===== config.mk =====
export PLATFORM = sky130hd
export DESIGN_NAME = batch_flush_retry_backoff
export DESIGN_NICKNAME = d
export VERILOG_FILES = /design/src/rtl/bfrb_pkg.sv /design/src/rtl/bfrb_cfg_regs.sv /design/src/rtl/bfrb_in_stage.sv /design/src/rtl/bfrb_core.sv /design/src/rtl/bfrb_out_stage.sv /design/src/rtl/batch_flush_retry_backoff.sv
export SDC_FILE = /design/constraint.sdc
export NUM_CORES = 2
export LEC_CHECK = 0
export BUFFER_PORTS_ARGS = -buffer_cell sky130_fd_sc_hd__buf_2
export CORE_MARGIN = 3
export CORE_UTILIZATION = 60
export CTS_BUF_LIST = sky130_fd_sc_hd__clkbuf_8
export CTS_CLUSTER_SIZE = 40
export DETAILED_ROUTE_END_ITERATION = 16
export PLACE_DENSITY = 0.9
export RECOVER_POWER = 25
export SYNTH_ARGS = -nofsm -noshare
export SYNTH_HDL_FRONTEND = slang
export SYNTH_SLANG_ARGS = --single-unit

===== constraint.sdc =====
create_clock -name clk_i -period 12.4 [get_ports clk_i]
set_input_delay 1.24 -clock clk_i [delete_from_list [all_inputs] [get_ports clk_i]]
set_output_delay 1.24 -clock clk_i [all_outputs]
set_load 0.1 [all_outputs]

===== src/rtl/bfrb_pkg.sv =====
// ----------------------------------------------------------------------------
// bfrb_pkg - shared types and constants for the batch flush / retry backoff
// Request and result layouts, event codes, register indexes.
// ----------------------------------------------------------------------------
package bfrb_pkg;

  localparam int unsigned TIME_BITS  = 48;
  localparam int unsigned COUNT_BITS = 32;
  localparam int unsigned FILL_BITS  = 16;
  localparam int unsigned BYTE_BITS  = 32;
  localparam int unsigned SAMP_BITS  = 16;
  localparam int unsigned CODE_BITS  = 10;
  localparam int unsigned DELAY_BITS = 31;
  localparam int unsigned CFG_IDX_BITS  = 3;
  localparam int unsigned CFG_DATA_BITS = 32;

  localparam logic [DELAY_BITS-1:0] AUTH_FLOOR_MS     = DELAY_BITS'(60000);
  localparam logic [CODE_BITS-1:0]  HTTP_UNAUTHORIZED = CODE_BITS'(401);
  localparam logic [CODE_BITS-1:0]  HTTP_FORBIDDEN    = CODE_BITS'(403);

  typedef enum logic [1:0] {
    FUNC_SUBMIT = 2'd0,
    FUNC_TICK   = 2'd1,
    FUNC_FLUSH  = 2'd2
  } func_e;

  typedef enum logic [CFG_IDX_BITS-1:0] {
    CFG_BATCH_LIMIT   = 3'd0,
    CFG_FLUSH_AGE     = 3'd1,
    CFG_PAYLOAD_LIMIT = 3'd2,
    CFG_RETRY_FIRST   = 3'd3,
    CFG_RETRY_CAP     = 3'd4
  } cfg_idx_e;

  typedef struct packed {
    logic [FILL_BITS-1:0]  batch_limit;
    logic [DELAY_BITS-1:0] flush_age;
    logic [BYTE_BITS-1:0]  payload_limit;
    logic [DELAY_BITS-1:0] retry_first;
    logic [DELAY_BITS-1:0] retry_cap;
  } cfg_t;

  typedef struct packed {
    logic [1:0]           func;
    logic [TIME_BITS-1:0] now_ms;
    logic [SAMP_BITS-1:0] sample_bytes;
    logic                 send_ok;
    logic [CODE_BITS-1:0] resp_code;
  } req_t;

  typedef struct packed {
    logic                  accepted;
    logic                  send_attempted;
    logic                  batch_dropped;
    logic [FILL_BITS-1:0]  buffered_count;
    logic                  pending;
    logic [TIME_BITS-1:0]  retry_at_ms;
    logic [COUNT_BITS-1:0] sent_count;
    logic [COUNT_BITS-1:0] failure_count;
    logic [COUNT_BITS-1:0] dropped_sample_count;
    logic [COUNT_BITS-1:0] dropped_batch_count;
  } res_t;

  // handshake between the request register and the update stage
  typedef struct packed {
    logic advance;
  } stage_t;

endpackage


===== src/rtl/bfrb_cfg_regs.sv =====
// ----------------------------------------------------------------------------
// bfrb_cfg_regs - configuration register file
// Write-only registers, taken when the write enable is high.
// ----------------------------------------------------------------------------
module bfrb_cfg_regs (
  input  logic                                 clk_i,
  input  logic                                 rst_ni,
  input  logic                                 cfg_we_i,
  input  logic [bfrb_pkg::CFG_IDX_BITS-1:0]    cfg_idx_i,
  input  logic [bfrb_pkg::CFG_DATA_BITS-1:0]   cfg_data_i,
  output bfrb_pkg::cfg_t                       cfg_o
);

  bfrb_pkg::cfg_t cfg_q, cfg_d;

  always_comb begin
    cfg_d = cfg_q;
    if (cfg_we_i) begin
      unique case (cfg_idx_i)
        bfrb_pkg::CFG_BATCH_LIMIT:
          cfg_d.batch_limit = cfg_data_i[bfrb_pkg::FILL_BITS-1:0];
        bfrb_pkg::CFG_FLUSH_AGE:
          cfg_d.flush_age = cfg_data_i[bfrb_pkg::DELAY_BITS-1:0];
        bfrb_pkg::CFG_PAYLOAD_LIMIT:
          cfg_d.payload_limit = cfg_data_i[bfrb_pkg::BYTE_BITS-1:0];
        bfrb_pkg::CFG_RETRY_FIRST:
          cfg_d.retry_first = cfg_data_i[bfrb_pkg::DELAY_BITS-1:0];
        bfrb_pkg::CFG_RETRY_CAP:
          cfg_d.retry_cap = cfg_data_i[bfrb_pkg::DELAY_BITS-1:0];
        default: ;
      endcase
    end
  end

  always_ff @(posedge clk_i or negedge rst_ni) begin
    if (!rst_ni) begin
      cfg_q.batch_limit   <= bfrb_pkg::FILL_BITS'(256);
      cfg_q.flush_age     <= bfrb_pkg::DELAY_BITS'(1000);
      cfg_q.payload_limit <= bfrb_pkg::BYTE_BITS'(1048576);
      cfg_q.retry_first   <= bfrb_pkg::DELAY_BITS'(1000);
      cfg_q.retry_cap     <= bfrb_pkg::DELAY_BITS'(60000);
    end else begin
      cfg_q <= cfg_d;
    end
  end

  assign cfg_o = cfg_q;

endmodule


===== src/rtl/bfrb_in_stage.sv =====
// ----------------------------------------------------------------------------
// bfrb_in_stage - request register
// Holds one request until the update stage takes it.
// ----------------------------------------------------------------------------
module bfrb_in_stage (
  input  logic            clk_i,
  input  logic            rst_ni,
  input  logic            in_valid_i,
  output logic            in_stall_o,
  input  bfrb_pkg::req_t  req_i,
  input  logic            advance_i,
  output bfrb_pkg::stage_t stage_o,
  output bfrb_pkg::req_t  req_o
);

  logic           valid_q, valid_d;
  logic           load;
  bfrb_pkg::req_t req_q;

  assign in_stall_o = valid_q & ~advance_i;
  assign load       = in_valid_i & ~in_stall_o;

  always_comb begin
    valid_d = valid_q;
    if (load) begin
      valid_d = 1'b1;
    end else if (advance_i) begin
      valid_d = 1'b0;
    end
  end

  always_ff @(posedge clk_i or negedge rst_ni) begin
    if (!rst_ni) begin
      valid_q <= 1'b0;
    end else begin
      valid_q <= valid_d;
    end
  end

  always_ff @(posedge clk_i) begin
    if (load) begin
      req_q <= req_i;
    end
  end

  assign stage_o.advance = valid_q & advance_i;
  assign req_o           = req_q;

endmodule


===== src/rtl/bfrb_core.sv =====
// ----------------------------------------------------------------------------
// bfrb_core - batch and backoff state with single-pass update
// Applies one request per cycle, while the stage advances, to the batch, retry and counter state.
// ----------------------------------------------------------------------------
module bfrb_core (
  input  logic             clk_i,
  input  logic             rst_ni,
  input  bfrb_pkg::cfg_t   cfg_i,
  input  bfrb_pkg::stage_t stage_i,
  input  bfrb_pkg::req_t   req_i,
  output bfrb_pkg::res_t   res_o
);

  localparam int unsigned TB = bfrb_pkg::TIME_BITS;
  localparam int unsigned CB = bfrb_pkg::COUNT_BITS;
  localparam int unsigned FB = bfrb_pkg::FILL_BITS;
  localparam int unsigned BB = bfrb_pkg::BYTE_BITS;
  localparam int unsigned DB = bfrb_pkg::DELAY_BITS;

  function automatic logic [CB-1:0] bump(input logic [CB-1:0] c);
    return (&c) ? c : c + CB'(1);
  endfunction

  logic [FB-1:0] fill_q, fill_d;
  logic [BB-1:0] bytes_q, bytes_d;
  logic [TB-1:0] first_q, first_d;
  logic          pend_q, pend_d;
  logic          active_q, active_d;
  logic [DB-1:0] delay_q, delay_d;
  logic [TB-1:0] retry_q, retry_d;
  logic [CB-1:0] sent_q, sent_d;
  logic [CB-1:0] fail_q, fail_d;
  logic [CB-1:0] refused_q, refused_d;
  logic [CB-1:0] discard_q, discard_d;

  // backoff plan for a failure on this request
  logic [DB:0]   dbl;
  logic [DB-1:0] capped, base, delay_new;
  logic          auth;
  logic [TB:0]   retry_sum;
  logic [TB-1:0] retry_new;

  logic [TB:0]   age;
  logic          due, retry_due;
  logic [BB:0]   byte_sum;
  logic          do_retry, do_flush;
  logic          accepted, attempted, dropped;

  always_comb begin
    dbl       = {delay_q, 1'b0};
    capped    = (dbl < {1'b0, cfg_i.retry_cap}) ? dbl[DB-1:0] : cfg_i.retry_cap;
    base      = active_q ? capped : cfg_i.retry_first;
    auth      = (req_i.resp_code == bfrb_pkg::HTTP_UNAUTHORIZED) ||
                (req_i.resp_code == bfrb_pkg::HTTP_FORBIDDEN);
    delay_new = (auth && base < bfrb_pkg::AUTH_FLOOR_MS) ? bfrb_pkg::AUTH_FLOOR_MS : base;
    retry_sum = {1'b0, req_i.now_ms} + (TB+1)'(delay_new);
    retry_new = retry_sum[TB] ? {TB{1'b1}} : retry_sum[TB-1:0];

    age       = {1'b0, req_i.now_ms} - {1'b0, first_q};
    due       = (fill_q >= cfg_i.batch_limit) ||
                (!age[TB] && age[TB-1:0] >= TB'(cfg_i.flush_age));
    retry_due = req_i.now_ms >= retry_q;
    byte_sum  = {1'b0, bytes_q} + (BB+1)'(req_i.sample_bytes);
  end

  always_comb begin
    fill_d    = fill_q;
    bytes_d   = bytes_q;
    first_d   = first_q;
    pend_d    = pend_q;
    active_d  = active_q;
    delay_d   = delay_q;
    retry_d   = retry_q;
    sent_d    = sent_q;
    fail_d    = fail_q;
    refused_d = refused_q;
    discard_d = discard_q;
    accepted  = 1'b0;
    attempted = 1'b0;
    dropped   = 1'b0;
    do_retry  = 1'b0;
    do_flush  = 1'b0;

    unique case (req_i.func)
      bfrb_pkg::FUNC_SUBMIT: begin
        if (pend_q) begin
          refused_d = bump(refused_q);
        end else begin
          if (fill_q == '0) begin
            first_d = req_i.now_ms;
          end
          if (fill_q >= cfg_i.batch_limit) begin
            refused_d = bump(refused_q);
          end else begin
            fill_d   = fill_q + FB'(1);
            bytes_d  = byte_sum[BB] ? {BB{1'b1}} : byte_sum[BB-1:0];
            accepted = 1'b1;
          end
        end
      end
      bfrb_pkg::FUNC_TICK: begin
        if (pend_q) begin
          do_retry = retry_due;
        end else begin
          do_flush = (fill_q != '0) && due;
        end
      end
      bfrb_pkg::FUNC_FLUSH: begin
        do_retry = pend_q;
        do_flush = !pend_q && (fill_q != '0);
      end
      default: ;
    endcase

    if (do_flush && bytes_q > cfg_i.payload_limit) begin
      discard_d = bump(discard_q);
      fill_d    = '0;
      bytes_d   = '0;
      first_d   = '0;
      dropped   = 1'b1;
    end else if (do_retry || do_flush) begin
      attempted = 1'b1;
      if (do_flush) begin
        fill_d  = '0;
        bytes_d = '0;
        first_d = '0;
      end
      if (req_i.send_ok) begin
        sent_d   = bump(sent_q);
        pend_d   = 1'b0;
        active_d = 1'b0;
        delay_d  = '0;
        retry_d  = '0;
      end else begin
        fail_d   = bump(fail_q);
        pend_d   = 1'b1;
        active_d = 1'b1;
        delay_d  = delay_new;
        retry_d  = retry_new;
      end
    end
  end

  always_ff @(posedge clk_i or negedge rst_ni) begin
    if (!rst_ni) begin
      fill_q    <= '0;
      bytes_q   <= '0;
      first_q   <= '0;
      pend_q    <= 1'b0;
      active_q  <= 1'b0;
      delay_q   <= '0;
      retry_q   <= '0;
      sent_q    <= '0;
      fail_q    <= '0;
      refused_q <= '0;
      discard_q <= '0;
    end else if (stage_i.advance) begin
      fill_q    <= fill_d;
      bytes_q   <= bytes_d;
      first_q   <= first_d;
      pend_q    <= pend_d;
      active_q  <= active_d;
      delay_q   <= delay_d;
      retry_q   <= retry_d;
      sent_q    <= sent_d;
      fail_q    <= fail_d;
      refused_q <= refused_d;
      discard_q <= discard_d;
    end
  end

  assign res_o.accepted             = accepted;
  assign res_o.send_attempted       = attempted;
  assign res_o.batch_dropped        = dropped;
  assign res_o.buffered_count       = fill_d;
  assign res_o.pending              = pend_d;
  assign res_o.retry_at_ms          = retry_d;
  assign res_o.sent_count           = sent_d;
  assign res_o.failure_count        = fail_d;
  assign res_o.dropped_sample_count = refused_d;
  assign res_o.dropped_batch_count  = discard_d;

endmodule


===== src/rtl/bfrb_out_stage.sv =====
// ----------------------------------------------------------------------------
// bfrb_out_stage - result register
// Holds one result until the downstream side takes it.
// ----------------------------------------------------------------------------
module bfrb_out_stage (
  input  logic             clk_i,
  input  logic             rst_ni,
  input  bfrb_pkg::stage_t stage_i,
  input  bfrb_pkg::res_t   res_i,
  output logic             advance_o,
  output logic             out_valid_o,
  input  logic             out_stall_i,
  output bfrb_pkg::res_t   res_o
);

  logic           valid_q, valid_d;
  bfrb_pkg::res_t res_q;

  assign advance_o = ~valid_q | ~out_stall_i;

  always_comb begin
    valid_d = valid_q;
    if (stage_i.advance) begin
      valid_d = 1'b1;
    end else if (!out_stall_i) begin
      valid_d = 1'b0;
    end
  end

  always_ff @(posedge clk_i or negedge rst_ni) begin
    if (!rst_ni) begin
      valid_q <= 1'b0;
    end else begin
      valid_q <= valid_d;
    end
  end

  always_ff @(posedge clk_i) begin
    if (stage_i.advance) begin
      res_q <= res_i;
    end
  end

  assign out_valid_o = valid_q;
  assign res_o       = res_q;

endmodule


===== src/rtl/batch_flush_retry_backoff.sv =====
// ----------------------------------------------------------------------------
// batch_flush_retry_backoff - batching uplink control with retry backoff
// Path: request register, then one update pass into the result register.
// Throughput: 1 request per cycle while the output is not stalled; the state update is a single pass.
// Reset: batch, backoff and counters clear to zero; registers take defaults.
// ----------------------------------------------------------------------------
module batch_flush_retry_backoff (
  input  logic                                clk_i,
  input  logic                                rst_ni,
  input  logic                                cfg_we_i,
  input  logic [bfrb_pkg::CFG_IDX_BITS-1:0]   cfg_idx_i,
  input  logic [bfrb_pkg::CFG_DATA_BITS-1:0]  cfg_data_i,
  input  logic                                in_valid_i,
  output logic                                in_stall_o,
  input  logic [1:0]                          func_i,
  input  logic [bfrb_pkg::TIME_BITS-1:0]      now_ms_i,
  input  logic [bfrb_pkg::SAMP_BITS-1:0]      sample_bytes_i,
  input  logic                                send_ok_i,
  input  logic [bfrb_pkg::CODE_BITS-1:0]      resp_code_i,
  output logic                                out_valid_o,
  input  logic                                out_stall_i,
  output logic                                accepted_o,
  output logic                                send_attempted_o,
  output logic                                batch_dropped_o,
  output logic [bfrb_pkg::FILL_BITS-1:0]      buffered_count_o,
  output logic                                pending_o,
  output logic [bfrb_pkg::TIME_BITS-1:0]      retry_at_ms_o,
  output logic [bfrb_pkg::COUNT_BITS-1:0]     sent_count_o,
  output logic [bfrb_pkg::COUNT_BITS-1:0]     failure_count_o,
  output logic [bfrb_pkg::COUNT_BITS-1:0]     dropped_sample_count_o,
  output logic [bfrb_pkg::COUNT_BITS-1:0]     dropped_batch_count_o
);

  bfrb_pkg::cfg_t   cfg;
  bfrb_pkg::req_t   req_in, req;
  bfrb_pkg::res_t   res_next, res;
  bfrb_pkg::stage_t stage;
  logic             advance;

  assign req_in.func         = func_i;
  assign req_in.now_ms       = now_ms_i;
  assign req_in.sample_bytes = sample_bytes_i;
  assign req_in.send_ok      = send_ok_i;
  assign req_in.resp_code    = resp_code_i;

  bfrb_cfg_regs u_cfg (
    .clk_i,
    .rst_ni,
    .cfg_we_i,
    .cfg_idx_i,
    .cfg_data_i,
    .cfg_o (cfg)
  );

  bfrb_in_stage u_in (
    .clk_i,
    .rst_ni,
    .in_valid_i,
    .in_stall_o,
    .req_i     (req_in),
    .advance_i (advance),
    .stage_o   (stage),
    .req_o     (req)
  );

  bfrb_core u_core (
    .clk_i,
    .rst_ni,
    .cfg_i   (cfg),
    .stage_i (stage),
    .req_i   (req),
    .res_o   (res_next)
  );

  bfrb_out_stage u_out (
    .clk_i,
    .rst_ni,
    .stage_i   (stage),
    .res_i     (res_next),
    .advance_o (advance),
    .out_valid_o,
    .out_stall_i,
    .res_o     (res)
  );

  assign accepted_o             = res.accepted;
  assign send_attempted_o       = res.send_attempted;
  assign batch_dropped_o        = res.batch_dropped;
  assign buffered_count_o       = res.buffered_count;
  assign pending_o              = res.pending;
  assign retry_at_ms_o          = res.retry_at_ms;
  assign sent_count_o           = res.sent_count;
  assign failure_count_o        = res.failure_count;
  assign dropped_sample_count_o = res.dropped_sample_count;
  assign dropped_batch_count_o  = res.dropped_batch_count;

endmodule

==> flow_summary.yaml <==
clock_tree:
  postCtsSetupBuffers: 0
  ctsHoldBuffers: 0
  htree_num_levels: 3
  clk_pin_slew_ps: 60
  cts_buffers: 115
  cts_tree: "yes"
  cts.sinks: 720
  root_buffer: "clkbuf_8"
  cts_resized: 0
  cts.path.max_buffers: 3
  clock_latency_ps: 750
sta:
  finalSetupViolations: 0
  fmax_mhz: 109
  worst_pin_slew_ps: 4170
  setup-tns-final_ps: 0
  final_max_slew_viol_count: 443
  fin_skew_ps: 42.3
  hold_viol: 0
  maxSlewHeadroom_pct: -178
  min_period_over_period_pct: 73.8
  rsz0062_at_grt: "false"
  min_period_ps: 9150
yosys:
  ys.warnings.count: 0
  yosysTopAreaCell: "dfrtp_1"
  synth_area_per_cell_um2: 10.2
  netlist_top_cells_count: "dfrtp_1 (427), nand2_1 (427), o21ai_0 (275), edfxtp_1 (272), ha_1 (261)"
  synth_area_leaders: "dfrtp_1 (27%), edfxtp_1 (21%), ha_1 (8.2%)"
  yosysSeqAreaShare_pct: 48.8
  ys.flop_type: "dfrtp_1"
  syn-cell-area_um2: 39800
  synth_nets: 4282
  syn_inst: 3901
  ys_seq_elements: 720
  synth_edf_count: 272
  synth.top_cell.area_share_pct: 26.9
  ys_async_sr_fraction_pct: 62.2
  yosysUniqueCellTypes: 89
placed_design:
  gp_congestion: 0.940
  io_buffer_count: 313
  dp_cells: 4935
  place_hpwl_um: 71000
final_layout:
  final_nets: 4578
  drive_above_1_share_pct: 13.8
  fill_cells: 4605
  regArea_um2: 19400
  area_growth_pct: 11.4
  multi_input_area_um2: 18800
  layoutNonFillerInstCount: 5163
power_and_ir_drop:
  power_switching_mw: 3.80
  p_int_mw: 5.33
  switching_share_pct: 41.6
  ir_worst_vdd_uv: 108
  powerDensity_nw_per_um2: 206
  seqPwrFrac_pct: 34.8
  p_comb_share_pct: 43.0
  pwr-share-clk_pct: 22.2
  p_leak_nw: 19.9
run_status:
  violations: "max-capacitance violations, max-slew violations"
  status: "complete, but fails checks"
worst_setup_path:
  end_kind: "flip-flop"
  cp_max_fo: 39
  critPathArrivalTime_ps: 9670
  critPathRequiredTime_ps: 12920
  cp-start-kind: "flip-flop"
  crit_type: "reg -> reg"
  max_stage_delay_ps: 730
  critPathMostFrequentCell: "o21ai_0"
  cp_slowest_cell: "nor2b_1"
grt:
  grt_pass1_wl_um: 161000
  grt_max_degree: 188
  gr-usage-all-layers_pct: 28.6
  grt_pass1_vias: 30800
  overflow: 0
  grt_antenna_before_repair: 9
floorplanning:
  ioPinCount: 315
  row_count: 93
  die-area_um2: 69400
  core-area_um2: 65000
  die_w_um: 263
  initial_core_util_pct: 61.1
  die_y_um: 263
drt:
  route.detailed.drc: 0
  wirelength_um: 101000
  routedWlPerCell_um: 19.6
  drtPass1Iterations: 7
  vias: 30900
  drtIter0Drc: 2981
  ant_nets: 0
  routed_via_density: 5.98
hold_path:
  min_path_type: "reg -> reg"
run:
  drv_cap: 8
-- worst paths after layout --
check / to / slack [ps] / start / cells past startpoint
max: u_out.res_o[138] / 3250 / u_cfg.cfg_o[9] / 28
max in group asynchronous: u_core.active_q / 5100 / rst_ni / 3
min reg2reg: u_core.retry_q[40] / 480 / u_core.retry_q[40] / 2
min in group asynchronous: u_core.refused_q[28] / 1950 / rst_ni / 1
min: u_core.retry_q[40] / 480 / u_core.retry_q[40] / 2
max reg2reg: u_out.res_o[138] / 3250 / u_cfg.cfg_o[9] / 28
-- metal layers --
metal | global-route usage, % | up-vias | routed length (um)
met3 | 6.63 | 260 | 8760
met2 | 46.4 | 1318 | 47800
li1 | - | 14400 | -
met5 | 0 | - | 7
met4 | 12.6 | 2 | 4010
met1 | 36.8 | 14900 | 40400
-- cells in the final DEF, fill, tap and decap left out, types with 108 or more instances in the layout --
cell type	instances
edfxtp_1	272
o21ai_0	275
ha_1	261
nand2_1	426
nand3_1	139
nor2_1	245
a21oi_1	209
dfrtp_1	426
xnor2_1	234
clkbuf_8	129
xor2_1	108
buf_2	309
inv_1	303
-- power by group through the flow --
stage,logic [mW],clock network [mW],registers (mW)
after global placement,3.70,0,3.19
after detailed placement,3.82,0,3.21
after global routing,4.29,2.18,3.22
final,3.92,2.03,3.18
after floorplan,2.42,0,3.71
after CTS,3.87,2.06,3.17
-- state kept, by name, summed over array words and instances, names as in the netlist, 16 cells and up --
signal,flops
u_out.res_o,196
u_cfg.cfg_o,141
u_in.req_o,76
u_core.first_q,48
u_core.retry_q,48
u_core.bytes_q,32
u_core.discard_q,32
u_core.fail_q,32
u_core.refused_q,32
u_core.sent_q,32
u_core.delay_q,31
u_core.fill_q,16
-- area by class of cell --
type | instances | share of cell area [%]
Clock buffer | 129 | 4.01
Multi-Input combinational cell | 2766 | 42.4
Antenna cell | 9 | 0.0509
Sequential cell | 720 | 43.8
Inverter | 253 | 2.16
Timing Repair Buffer | 341 | 4.00
Clock inverter | 90 | 1.17
Tap cell | 855 | 2.42
-- per-stage QoR --
| stage | total power [mW] | area, um2 | util, % | hold WS [ps] | setup slack [ps] |
|---|---|---|---|---|---|
| floorplan | 6.14 | 39800 | - | 450 | 4130 |
| global placement | 6.89 | 42000 | 64.6 | 462 | 3830 |
| detailed placement | 7.03 | 42000 | 64.6 | 476 | 3660 |
| CTS | 9.10 | 44300 | 68.1 | 430 | 3560 |
| global route | 9.68 | 44300 | 68.0 | 505 | 2930 |
| finish | 9.13 | 44300 | 68.1 | 481 | 3250 |
-- kinds of logic (layout without fill, tap and decap cells) --
family,Yosys count,count (layout),synth area share (%)
and+or+nand+nor,1195,1195,14.3
xor gates and xnor gates,342,342,7.53
DFF,720,720,48.8
buffers and inverters,415,813,4.20
other,0,9,0
muxes,137,137,3.76
adders and majority gates,264,264,8.36
AOI/OAI and AO/OA,828,828,13.0
-- worst max-delay path: cells and delay by family (launching register included) --
family / cells / cell delay, ps
AOI/OAI and AO/OA: 14 / 4080
adders and majority gates: 2 / 680
buffers and inverters: 3 / 690
DFF: 1 / 530
and+or+nand+nor: 9 / 2840
Power figures use the tool's default switching activity.
